[src/rtl/bcbd_pkg.sv]
// ----------------------------------------------------------------------------
// bcbd_pkg
// Shared types and codes for the banked cartridge bus decoder.
// ----------------------------------------------------------------------------
package bcbd_pkg;

  localparam int BANK_COUNT = 4;
  localparam int BANK_W     = $clog2(BANK_COUNT);

  // bus access kinds
  localparam logic OP_READ  = 1'b0;
  localparam logic OP_WRITE = 1'b1;

  // read data sources
  localparam logic [1:0] SRC_CONST = 2'd0;
  localparam logic [1:0] SRC_FLASH = 2'd1;
  localparam logic [1:0] SRC_SD    = 2'd2;

  // configuration register indexes
  localparam logic CFG_EXPANDER_EN = 1'b0;
  localparam logic CFG_FLASH_WE    = 1'b1;

  localparam logic [7:0]  SUBSLOT_MAPPER = 8'h03;
  localparam logic [1:0]  SUBSLOT_FIXED  = 2'd1;
  localparam logic [15:0] SUBSLOT_ADDR   = 16'hFFFF;
  localparam logic [7:0]  BYTE_ONES      = 8'hFF;
  localparam logic [7:0]  BANK1_RESET    = 8'h01;

  // bank 1 comes up as 1, every other bank as 0
  localparam logic [BANK_COUNT-1:0][7:0] BANK_RESET =
    {{(BANK_COUNT-2){8'h00}}, BANK1_RESET, 8'h00};

  typedef struct packed {
    logic        opcode;
    logic [15:0] bus_address;
    logic [7:0]  write_data;
  } item_t;

  typedef struct packed {
    logic [1:0]  read_source;
    logic [7:0]  read_value;
    logic [19:0] flash_address;
    logic        flash_write_strobe;
    logic        sd_strobe;
    logic [7:0]  sd_out_byte;
    logic        sd_chip_select_high;
    logic        sd_card_index;
  } result_t;

  typedef struct packed {
    logic expander_enable;
    logic flash_write_enable;
  } cfg_t;

  typedef struct packed {
    logic [7:0]                  subslot_select;
    logic [BANK_COUNT-1:0][7:0]  bank;
    logic                        card_select;
  } mapper_state_t;

endpackage

[src/rtl/bcbd_decode.sv]
// ----------------------------------------------------------------------------
// bcbd_decode
// Decodes one bus access against the mapper state: result fields and the
// state that the access leaves behind.
// ----------------------------------------------------------------------------
module bcbd_decode (
  input  bcbd_pkg::item_t         item,
  input  bcbd_pkg::cfg_t          cfg,
  input  bcbd_pkg::mapper_state_t st,
  output bcbd_pkg::result_t       res,
  output bcbd_pkg::mapper_state_t st_nxt
);
  import bcbd_pkg::*;

  logic              wr;
  logic [15:0]       a;
  logic [7:0]        d;
  logic              sub_hit;
  logic [7:0]        subslot_cur;
  logic [1:0]        slot;
  logic              slot3;
  logic              sd_win;
  logic              flash_win;
  logic [BANK_W-1:0] page;
  logic [19:0]       xlate;
  logic              sd_hi;

  assign wr  = (item.opcode == OP_WRITE);
  assign a   = item.bus_address;
  assign d   = item.write_data;

  assign sub_hit     = cfg.expander_enable && (a == SUBSLOT_ADDR);
  assign subslot_cur = (sub_hit && wr) ? d : st.subslot_select;

  always_comb begin
    if (!cfg.expander_enable) begin
      slot = SUBSLOT_FIXED;
    end else begin
      case (a[15:14])
        2'd0:    slot = subslot_cur[1:0];
        2'd1:    slot = subslot_cur[3:2];
        2'd2:    slot = subslot_cur[5:4];
        2'd3:    slot = subslot_cur[7:6];
        default: slot = subslot_cur[1:0];
      endcase
    end
  end

  assign slot3     = ({6'd0, slot} == SUBSLOT_MAPPER);
  // page 0x4000 maps to bank 0, so bank = (a[14:13] - 2) mod 4
  assign page      = {~a[14], a[13]};
  assign xlate     = {st.bank[page][6:0], a[12:0]};
  assign sd_win    = (st.bank[0][7:6] == 2'b01) && (a[15:13] == 3'b010);
  assign flash_win = (a[15:14] == 2'b01) || (a[15:14] == 2'b10);
  // 0x5800-0x5FFF within the sd window is the card select register
  assign sd_hi     = a[12] & a[11];

  always_comb begin
    res    = '0;
    st_nxt = st;
    st_nxt.subslot_select = subslot_cur;
    if (sub_hit && !wr) begin
      res.read_source = SRC_CONST;
      res.read_value  = ~st.subslot_select;
    end else if (slot3) begin
      if (!wr) begin
        if (sd_win) begin
          res.read_source         = SRC_SD;
          res.sd_strobe           = 1'b1;
          res.sd_out_byte         = BYTE_ONES;
          res.sd_chip_select_high = a[12];
          res.sd_card_index       = st.card_select;
        end else if (flash_win) begin
          res.read_source   = SRC_FLASH;
          res.flash_address = xlate;
        end else begin
          res.read_value = BYTE_ONES;
        end
      end else begin
        if (sd_win) begin
          if (sd_hi) begin
            st_nxt.card_select = d[0];
          end else begin
            res.sd_strobe           = 1'b1;
            res.sd_out_byte         = d;
            res.sd_chip_select_high = a[12];
            res.sd_card_index       = st.card_select;
          end
        end
        if (flash_win && cfg.flash_write_enable && st.bank[page][7]) begin
          res.flash_address      = xlate;
          res.flash_write_strobe = 1'b1;
        end
        if (a[15:13] == 3'b011) begin
          st_nxt.bank[a[12:11]] = d;
        end
      end
    end
  end

endmodule

[src/rtl/banked_cartridge_bus_decoder_top.sv]
// ----------------------------------------------------------------------------
// banked_cartridge_bus_decoder_top
// Subslot expander with an 8 kB banked flash mapper and SD port in subslot 3.
// ----------------------------------------------------------------------------
//  channel | dir | handshake             | payload
//  in_     | in  | in_tvalid/in_tready   | tuser opcode, tdata address + data
//  out_    | out | out_tvalid/out_tready | tuser read_source, tdata strobes
//  cfg_    | in  | cfg_wr_en             | cfg_index, cfg_wdata
//
// one beat per cycle sustained while out_tready is high; a beat passes through
// the input register, the decode and the result register
// mapper state is updated as the beat leaves the input register
// rst_n is synchronous; it clears both stages and restores the registers
// a stalled result holds both stages; in_tready drops only when both are full
module banked_cartridge_bus_decoder_top (
  input  logic        clk,
  input  logic        rst_n,
  input  logic        in_tvalid,
  output logic        in_tready,
  input  logic [23:0] in_tdata,   // bus_address[15:0], write_data[23:16]
  input  logic        in_tuser,   // opcode
  output logic        out_tvalid,
  input  logic        out_tready,
  output logic [39:0] out_tdata,  // read_value[7:0], flash_address[27:8],
                                  // flash_write_strobe[28], sd_strobe[29],
                                  // sd_out_byte[37:30], sd_chip_select_high[38],
                                  // sd_card_index[39]
  output logic [1:0]  out_tuser,  // read_source
  input  logic        cfg_wr_en,
  input  logic        cfg_index,
  input  logic        cfg_wdata
);
  import bcbd_pkg::*;

  logic          s1_valid_r;
  item_t         s1_item_r;
  logic          out_valid_r;
  result_t       out_res_r;
  cfg_t          cfg_r;
  mapper_state_t state_r;
  mapper_state_t state_nxt;
  result_t       res;
  logic          advance;

  assign advance   = s1_valid_r && (!out_valid_r || out_tready);
  assign in_tready = !s1_valid_r || advance;

  always_ff @(posedge clk) begin
    if (!rst_n) begin
      cfg_r.expander_enable    <= 1'b1;
      cfg_r.flash_write_enable <= 1'b1;
    end else if (cfg_wr_en) begin
      case (cfg_index)
        CFG_EXPANDER_EN: cfg_r.expander_enable    <= cfg_wdata;
        CFG_FLASH_WE:    cfg_r.flash_write_enable <= cfg_wdata;
        default:         cfg_r                    <= cfg_r;
      endcase
    end
  end

  always_ff @(posedge clk) begin
    if (!rst_n) begin
      s1_valid_r <= 1'b0;
    end else if (in_tready) begin
      s1_valid_r <= in_tvalid;
    end
  end

  always_ff @(posedge clk) begin
    if (in_tready && in_tvalid) begin
      s1_item_r.opcode      <= in_tuser;
      s1_item_r.bus_address <= in_tdata[15:0];
      s1_item_r.write_data  <= in_tdata[23:16];
    end
  end

  bcbd_decode u_decode (
    .item   (s1_item_r),
    .cfg    (cfg_r),
    .st     (state_r),
    .res    (res),
    .st_nxt (state_nxt)
  );

  always_ff @(posedge clk) begin
    if (!rst_n) begin
      state_r.subslot_select <= '0;
      state_r.bank           <= BANK_RESET;
      state_r.card_select    <= 1'b0;
    end else if (advance) begin
      state_r <= state_nxt;
    end
  end

  always_ff @(posedge clk) begin
    if (!rst_n) begin
      out_valid_r <= 1'b0;
    end else if (advance) begin
      out_valid_r <= 1'b1;
    end else if (out_tready) begin
      out_valid_r <= 1'b0;
    end
  end

  always_ff @(posedge clk) begin
    if (advance) begin
      out_res_r <= res;
    end
  end

  assign out_tvalid = out_valid_r;
  assign out_tuser  = out_res_r.read_source;
  assign out_tdata  = {out_res_r.sd_card_index, out_res_r.sd_chip_select_high,
                       out_res_r.sd_out_byte, out_res_r.sd_strobe,
                       out_res_r.flash_write_strobe, out_res_r.flash_address,
                       out_res_r.read_value};

  // flash writes never pass while write-protected
  a_flash_protect: assert property (@(posedge clk) disable iff (!rst_n)
    out_tvalid && out_res_r.flash_write_strobe |-> cfg_r.flash_write_enable)
    else $error("flash write strobe while write-protected");

  // an sd read result always carries a transfer strobe
  a_sd_read_strobe: assert property (@(posedge clk) disable iff (!rst_n)
    out_tvalid && (out_tuser == SRC_SD) |-> out_res_r.sd_strobe)
    else $error("sd read result without transfer");

  // the input side only stalls when both stages are occupied
  a_stall_full: assert property (@(posedge clk) disable iff (!rst_n)
    !in_tready |-> s1_valid_r && out_valid_r && !out_tready)
    else $error("input stalled with a free stage");

  // mapper state moves only when a beat leaves the input register
  a_state_hold: assert property (@(posedge clk) disable iff (!rst_n)
    !advance |=> $stable(state_r))
    else $error("mapper state changed without a beat");

endmodule
[config.mk]
export PLATFORM = sky130hd
export DESIGN_NAME = banked_cartridge_bus_decoder_top
export DESIGN_NICKNAME = d
export VERILOG_FILES = /design/src/rtl/bcbd_pkg.sv /design/src/rtl/bcbd_decode.sv /design/src/rtl/banked_cartridge_bus_decoder_top.sv
export SDC_FILE = /design/constraint.sdc
export NUM_CORES = 1
export LEC_CHECK = 0
export ABC_AREA = 0
export ABC_CLOCK_PERIOD_IN_PS = 5100
export BUFFER_PORTS_ARGS = -buffer_cell sky130_fd_sc_hd__buf_2
export CORE_ASPECT_RATIO = 0.8
export CORE_MARGIN = 8
export CORE_UTILIZATION = 60
export DETAILED_ROUTE_END_ITERATION = 6
export PLACE_DENSITY = 0.84
export SYNTH_ARGS = -nofsm -noshare
export SYNTH_HDL_FRONTEND = slang
export SYNTH_SLANG_ARGS = --single-unit
[constraint.sdc]
create_clock -name clk -period 5.1 [get_ports clk]
set_input_delay 0.51 -clock clk [delete_from_list [all_inputs] [get_ports clk]]
set_output_delay 0.51 -clock clk [all_outputs]
set_load 0.01 [all_outputs]
Word-level counts from Yosys, hierarchy flattened
Index checks and enable logic that the tools add are counted.
{ "op_classes": {"order_cmp": 3, "eq_ne": 8, "n_mux": 25, "bitwise_logic": 7, "n_reduce_logical": 25} }
{ "ops": {"columns": ["operator", "n"], "rows": [
  ["8-bit two-way mux", 6],
  ["11-bit two-way mux", 4],
  ["20-bit two-way mux", 2],
  ["40-bit two-way mux", 1],
  ["32-bit bitwise mux", 1],
  ["28-bit two-way mux", 1],
  ["21-bit two-way mux", 1],
  ["8-bit binary-select mux with 2-bit select", 1],
  ["8-bit demux with 2-bit select", 1],
  ["16-bit equality test (second input constant)", 1],
  ["1-bit logical AND", 9],
  ["8-bit NOT", 1],
  ["2-bit one-hot mux with 4 select lines", 1],
  ["2-bit equality test (second input constant)", 3],
  ["3-bit by 2-bit equality test with 1-bit output (second input constant)", 2],
  ["2-bit by 3-bit less-than comparator with 1-bit output (second input constant)", 2],
  ["6-bit AND reduction", 1],
  ["3-bit OR reduction", 2],
  ["1-bit NOT", 5],
  ["5-bit AND reduction", 1],
  ["2-bit by 1-bit equality test with 1-bit output (second input constant)", 2],
  ["1-bit two-way mux", 4],
  ["2-bit two-way mux", 2],
  ["2-bit AND reduction", 2],
  ["8 further kinds", 12]
]} }
{ "word_totals": {"register_bits": 112, "in_bits": 32, "output_inout_bits": 44, "elab_cells": 90} }

Logic depth before layout (Yosys ltp)
{ "logic_depth": {"ltp_word": 9, "ltp_mapped": 12, "mapped_depth_nobuf": 8} }

Hierarchy
From an unflattened synthesis, not the netlist that was laid out.
{ "hier_totals": {"hier_cells": 430, "hier_area_um2": 5225.0} }
{ "modules_own_cells": {"columns": ["mod", "instances", "cells_per_inst", "area_per_inst_um2", "seq_area_each_um2"], "rows": [
  ["banked_cartridge_bus_decoder_top", 1, 263, 3838.7, 2912.8],
  ["bcbd_decode", 1, 167, 1386.3, 0.0]
]} }

Least setup slack after synthesis
Ideal clock, no wire load.
{ "synth_timing": {"kind": "register to register", "from": "register s1_item_r[23] in the netlist's numbering", "to": "register out_res_r (netlist bit out_tdata[10]), data pin", "setup_ns": 0.268, "arrival_time_ns": 2.680, "t_required_ns": 4.832, "slack_ns": 2.152, "path_stages_with_launch": 12, "path_buffers": 3, "period_less_slack_ns": 2.948, "cell_sequence": "edfxtp_1 ha_1 nand4_1 nor4_2 and2_1 buf_4 mux2_2 a211oi_4 or2_0 buf_2 buf_6 nor3_1"} }
{ "synth_via": {"elab_chain_len": 9, "elab_cells_between_ends": 23, "cone_classes": "6 x eq/ne; 7 x mux; 1 x bitwise; 9 x reduce/logical"} }
{ "synth_lines": {"columns": ["element", "line_no", "source"], "rows": [
  ["start, declared", "banked_cartridge_bus_decoder_top.sv:36", "item_t s1_item_r;"],
  ["16-bit equality test", "bcbd_decode.sv:32", "assign sub_hit = cfg.expander_enable && (a == SUBSLOT_ADDR);"],
  ["1-bit logical AND", "bcbd_decode.sv:32", null],
  ["1-bit logical AND", "bcbd_decode.sv:33", "assign subslot_cur = (sub_hit && wr) ? d : st.subslot_select;"],
  ["8-bit two-way mux", "bcbd_decode.sv:33", null],
  ["2-bit one-hot mux with 4 select lines", "bcbd_decode.sv:39", "case (a[15:14])"],
  ["2-bit two-way mux", "bcbd_decode.sv:36", "if (!cfg.expander_enable) begin"],
  ["2-bit equality test", "bcbd_decode.sv:49", "assign slot3 = ({6'd0, slot} == SUBSLOT_MAPPER);"],
  ["1-bit NOT (no source line)", null, null],
  ["2-bit OR reduction (no source line)", null, null],
  ["end signal, assigned", "banked_cartridge_bus_decoder_top.sv:107", "out_res_r <= res;"],
  ["end, declared", "banked_cartridge_bus_decoder_top.sv:38", "result_t out_res_r;"]
]} }
Several ways; a longest one is shown, not always the timed one.
A chain may end at the register's enable or synchronous reset.

Worst setup path in the final report
{ "layout_timing": {"from": "register s1_item_r[22] in the netlist's numbering", "to": "register out_res_r (netlist bit out_tdata[15]), data pin"} }
The elaborated chain is that of the path after synthesis.

==> flow_summary.json <==
{
  "ant_nets": 0,
  "hpwlAfterDp_um": 7220,
  "final.setup.tns_ns": 0,
  "synth_seq_cells": 112,
  "synth_top_family_by_area": "simple AND/OR/NAND/NOR gates",
  "hold_buffers": 0,
  "clockBufferDepth": 2,
  "h-tree-depth": 3,
  "grt_max_degree": 55,
  "outcome": "finished clean",
  "maxSlewHeadroom_pct": 40.4,
  "crit_path_start_kind": "flop",
  "path_class": "flop to flop",
  "dieHeight_um": 95.4,
  "power.density_nw_per_um2": 301,
  "setup_viol": 0,
  "cts_buffers": 9,
  "critical_path_required_ns": 5.20,
  "hp-class": "input port to flop",
  "grt_pass1_vias": 3127,
  "synthCells": 380,
  "endpoint_kind": "flop",
  "fin_util_pct": 68.6,
  "clock_sinks": 112,
  "timing.final.crit_share_pct": 79.1,
  "finalClockSkew_ns": 0.00644,
  "drive_gt1_share_pct": 24.9,
  "avgViaCountPerCell": 5.83,
  "n_antenna_cell": 0,
  "drc_errors": 0,
  "cts_resized": 0,
  "fin_nets": 484,
  "rsz0062_at_grt": "no",
  "p_leak_nw": 1.99,
  "die_x_um": 115,
  "antenna_found_initial": 0,
  "slowest_delay_ns": 0.75,
  "cp_max_fo": 23,
  "ys.flop_type": "edfxtp_1",
  "finalMaxSlewViolations": 0,
  "yosysSeqAreaShare_pct": 61.7,
  "synth_adder_area_share_pct": 1.06,
  "timing.hold.ws_ns": 0.309,
  "post_cts_buffers": 0,
  "cp_top_family": "simple AND/OR/NAND/NOR gates",
  "synth_compound_area_share_pct": 5.88,
  "drtPass1Iterations": 5,
  "clock.fmax_mhz": 248,
  "portBuffers": 75,
  "stdcell_count": 561,
  "drt_iter0_markers": 254,
  "wire_per_inst_um": 18.3,
  "clk_transition_reported_paths_ns": 0.10,
  "synth.avg_cell_area_um2": 12.4,
  "hold_viol_final": 0,
  "dieArea_um2": 11000,
  "fp-row-count": 29,
  "vdd_drop_max_mv": 0.166,
  "cts_root_buf": "clkbuf_8",
  "area_delta_synth_final_pct": 13.2,
  "initial_core_util_pct": 60.5,
  "syn_area_um2": 4720,
  "grt_pass1_wl_um": 16300,
  "cp_slowest_cell": "edfxtp_1",
  "insertion_delay_ns": 0.37,
  "placed_cell_area_um2": 5160,
  "ys_warn_count": 0,
  "tightest_slew_ns": 0.889,
  "final_area_um2": 5350,
  "dpl.cell_count": 545,
  "synth-simple-area-share_pct": 16.7,
  "post_synth_num_cell_types": 40,
  "core-area_um2": 7800,
  "cp_cell_sequence": "ha_1 > nand4_1 > nor4_2 > and2_1 > mux2_2 > a211oi_4 > or2_0 > buf_4 > nor3_1",
  "synthMuxAreaShare_pct": 11.9,
  "ios": 76,
  "synth_edf_count": 67,
  "synthesis.nets": 416,
  "layout_common_cells": "84 x nand2_1, 75 x buf_2, 67 x edfxtp_1",
  "gp_congestion": 0.871,
  "vias": 3268,
  "cts_tree": "yes",
  "wirelength_um": 10300,
  "grtUsageTotal_pct": 19.4,
  "cp.arrival_ns": 4.13,
  "async_reset_ff_share_pct": 0,
  "drv_cap": 0,
  "final_common_cell": "nand2_1",
  "min_period_ns": 4.03,
  "synth-xor-area-share_pct": 0,
  "critPathBufInv": 1,
  "grt_overflow": 0
}
[cells in the mapped netlist, types with 4 or more instances]
cell type	number	area [um2]
nor3_1	21	105
clkbuf_1	15	56.3
nand4_1	6	37.5
o21ai_0	8	40.0
nor2b_1	6	37.5
edfxtp_1	67	2010
nor4_1	4	25.0
nor2_1	4	15.0
dfxtp_1	45	901
mux2i_1	37	370
nand3_1	15	75.1
a21boi_0	8	60.1
o211a_1	8	80.1
nand2_1	84	315
mux4_2	8	180
ha_1	4	50.1
[layout make-up]
| cell class | instances | area (um2) |
|---|---|---|
| flip-flops and latches | 112 | 2910 |
| fillers | 560 | 2450 |
| multi-input cells | 242 | 1690 |
| repair buffers | 80 | 413 |
| well taps | 108 | 135 |
| clock buffers | 11 | 131 |
| clock inverters | 5 | 58.8 |
| inverters | 3 | 11.3 |
[registers in the layout, summed over array words and instances, names as in the netlist]
name and flops:
s1_item_r 25, out_tuser 2, out_tvalid 1, s1_valid_r 1, out_tdata 40, cfg_r 2
state_r 41
[per-layer routing]
metal  GRT usage (%)  share of wire [%]  vias up
met5               0                  0        -
met4            5.56               0.91        0
met3            5.44                9.4       10
met2            30.9                 47      160
met1            25.7                 43     1580
li1                -                  -     1518
[report_power, final]
part	switching (mW)	internal [mW]	leakage, nW
clock	0.280	0.228	0.0912
combinational	0.0609	0.0345	0.901
sequential	0.0232	0.985	1.00
[worst reg2reg max path: cells and delay by family, from the launching register on]
family / cells / cell delay (ns)
adder cells (fa/ha/maj): 1 / 0.39
buffers and inverters: 1 / 0.26
flip-flops: 1 / 0.75
AND/OR/NAND/NOR: 5 / 1.44
AO/OA/AOI/OAI: 1 / 0.51
multiplexers: 1 / 0.43
[final timing paths]
| check | startpoint | endpoint | slack, ns | depth (start not counted) |
|---|---|---|---|---|
| setup / recovery | s1_item_r[22] | out_tdata[15] | 1.07 | 9 |
| hold / removal | in_tdata[21] | s1_item_r[5] | 0.31 | 1 |
| setup reg to reg | s1_item_r[22] | out_tdata[15] | 1.07 | 9 |
| hold reg to reg | state_r[0] | state_r[0] | 0.46 | 2 |
[metrics by stage]
step | setup slack (ns) | total power, mW
finish | 1.07 | 1.61
global route | 0.784 | 1.67
CTS | 1.05 | 1.62
detailed placement | 1.07 | 1.12
global placement | 1.29 | 1.12
floorplan | 2.15 | 1.08
[kinds of logic after synthesis]
family	count (synthesis)
flip-flops	112
AO/OA/AOI/OAI	33
multiplexers	46
adder cells (fa/ha/maj)	4
AND/OR/NAND/NOR	159
buffers and inverters	26
Power figures use the tool's default switching activity.
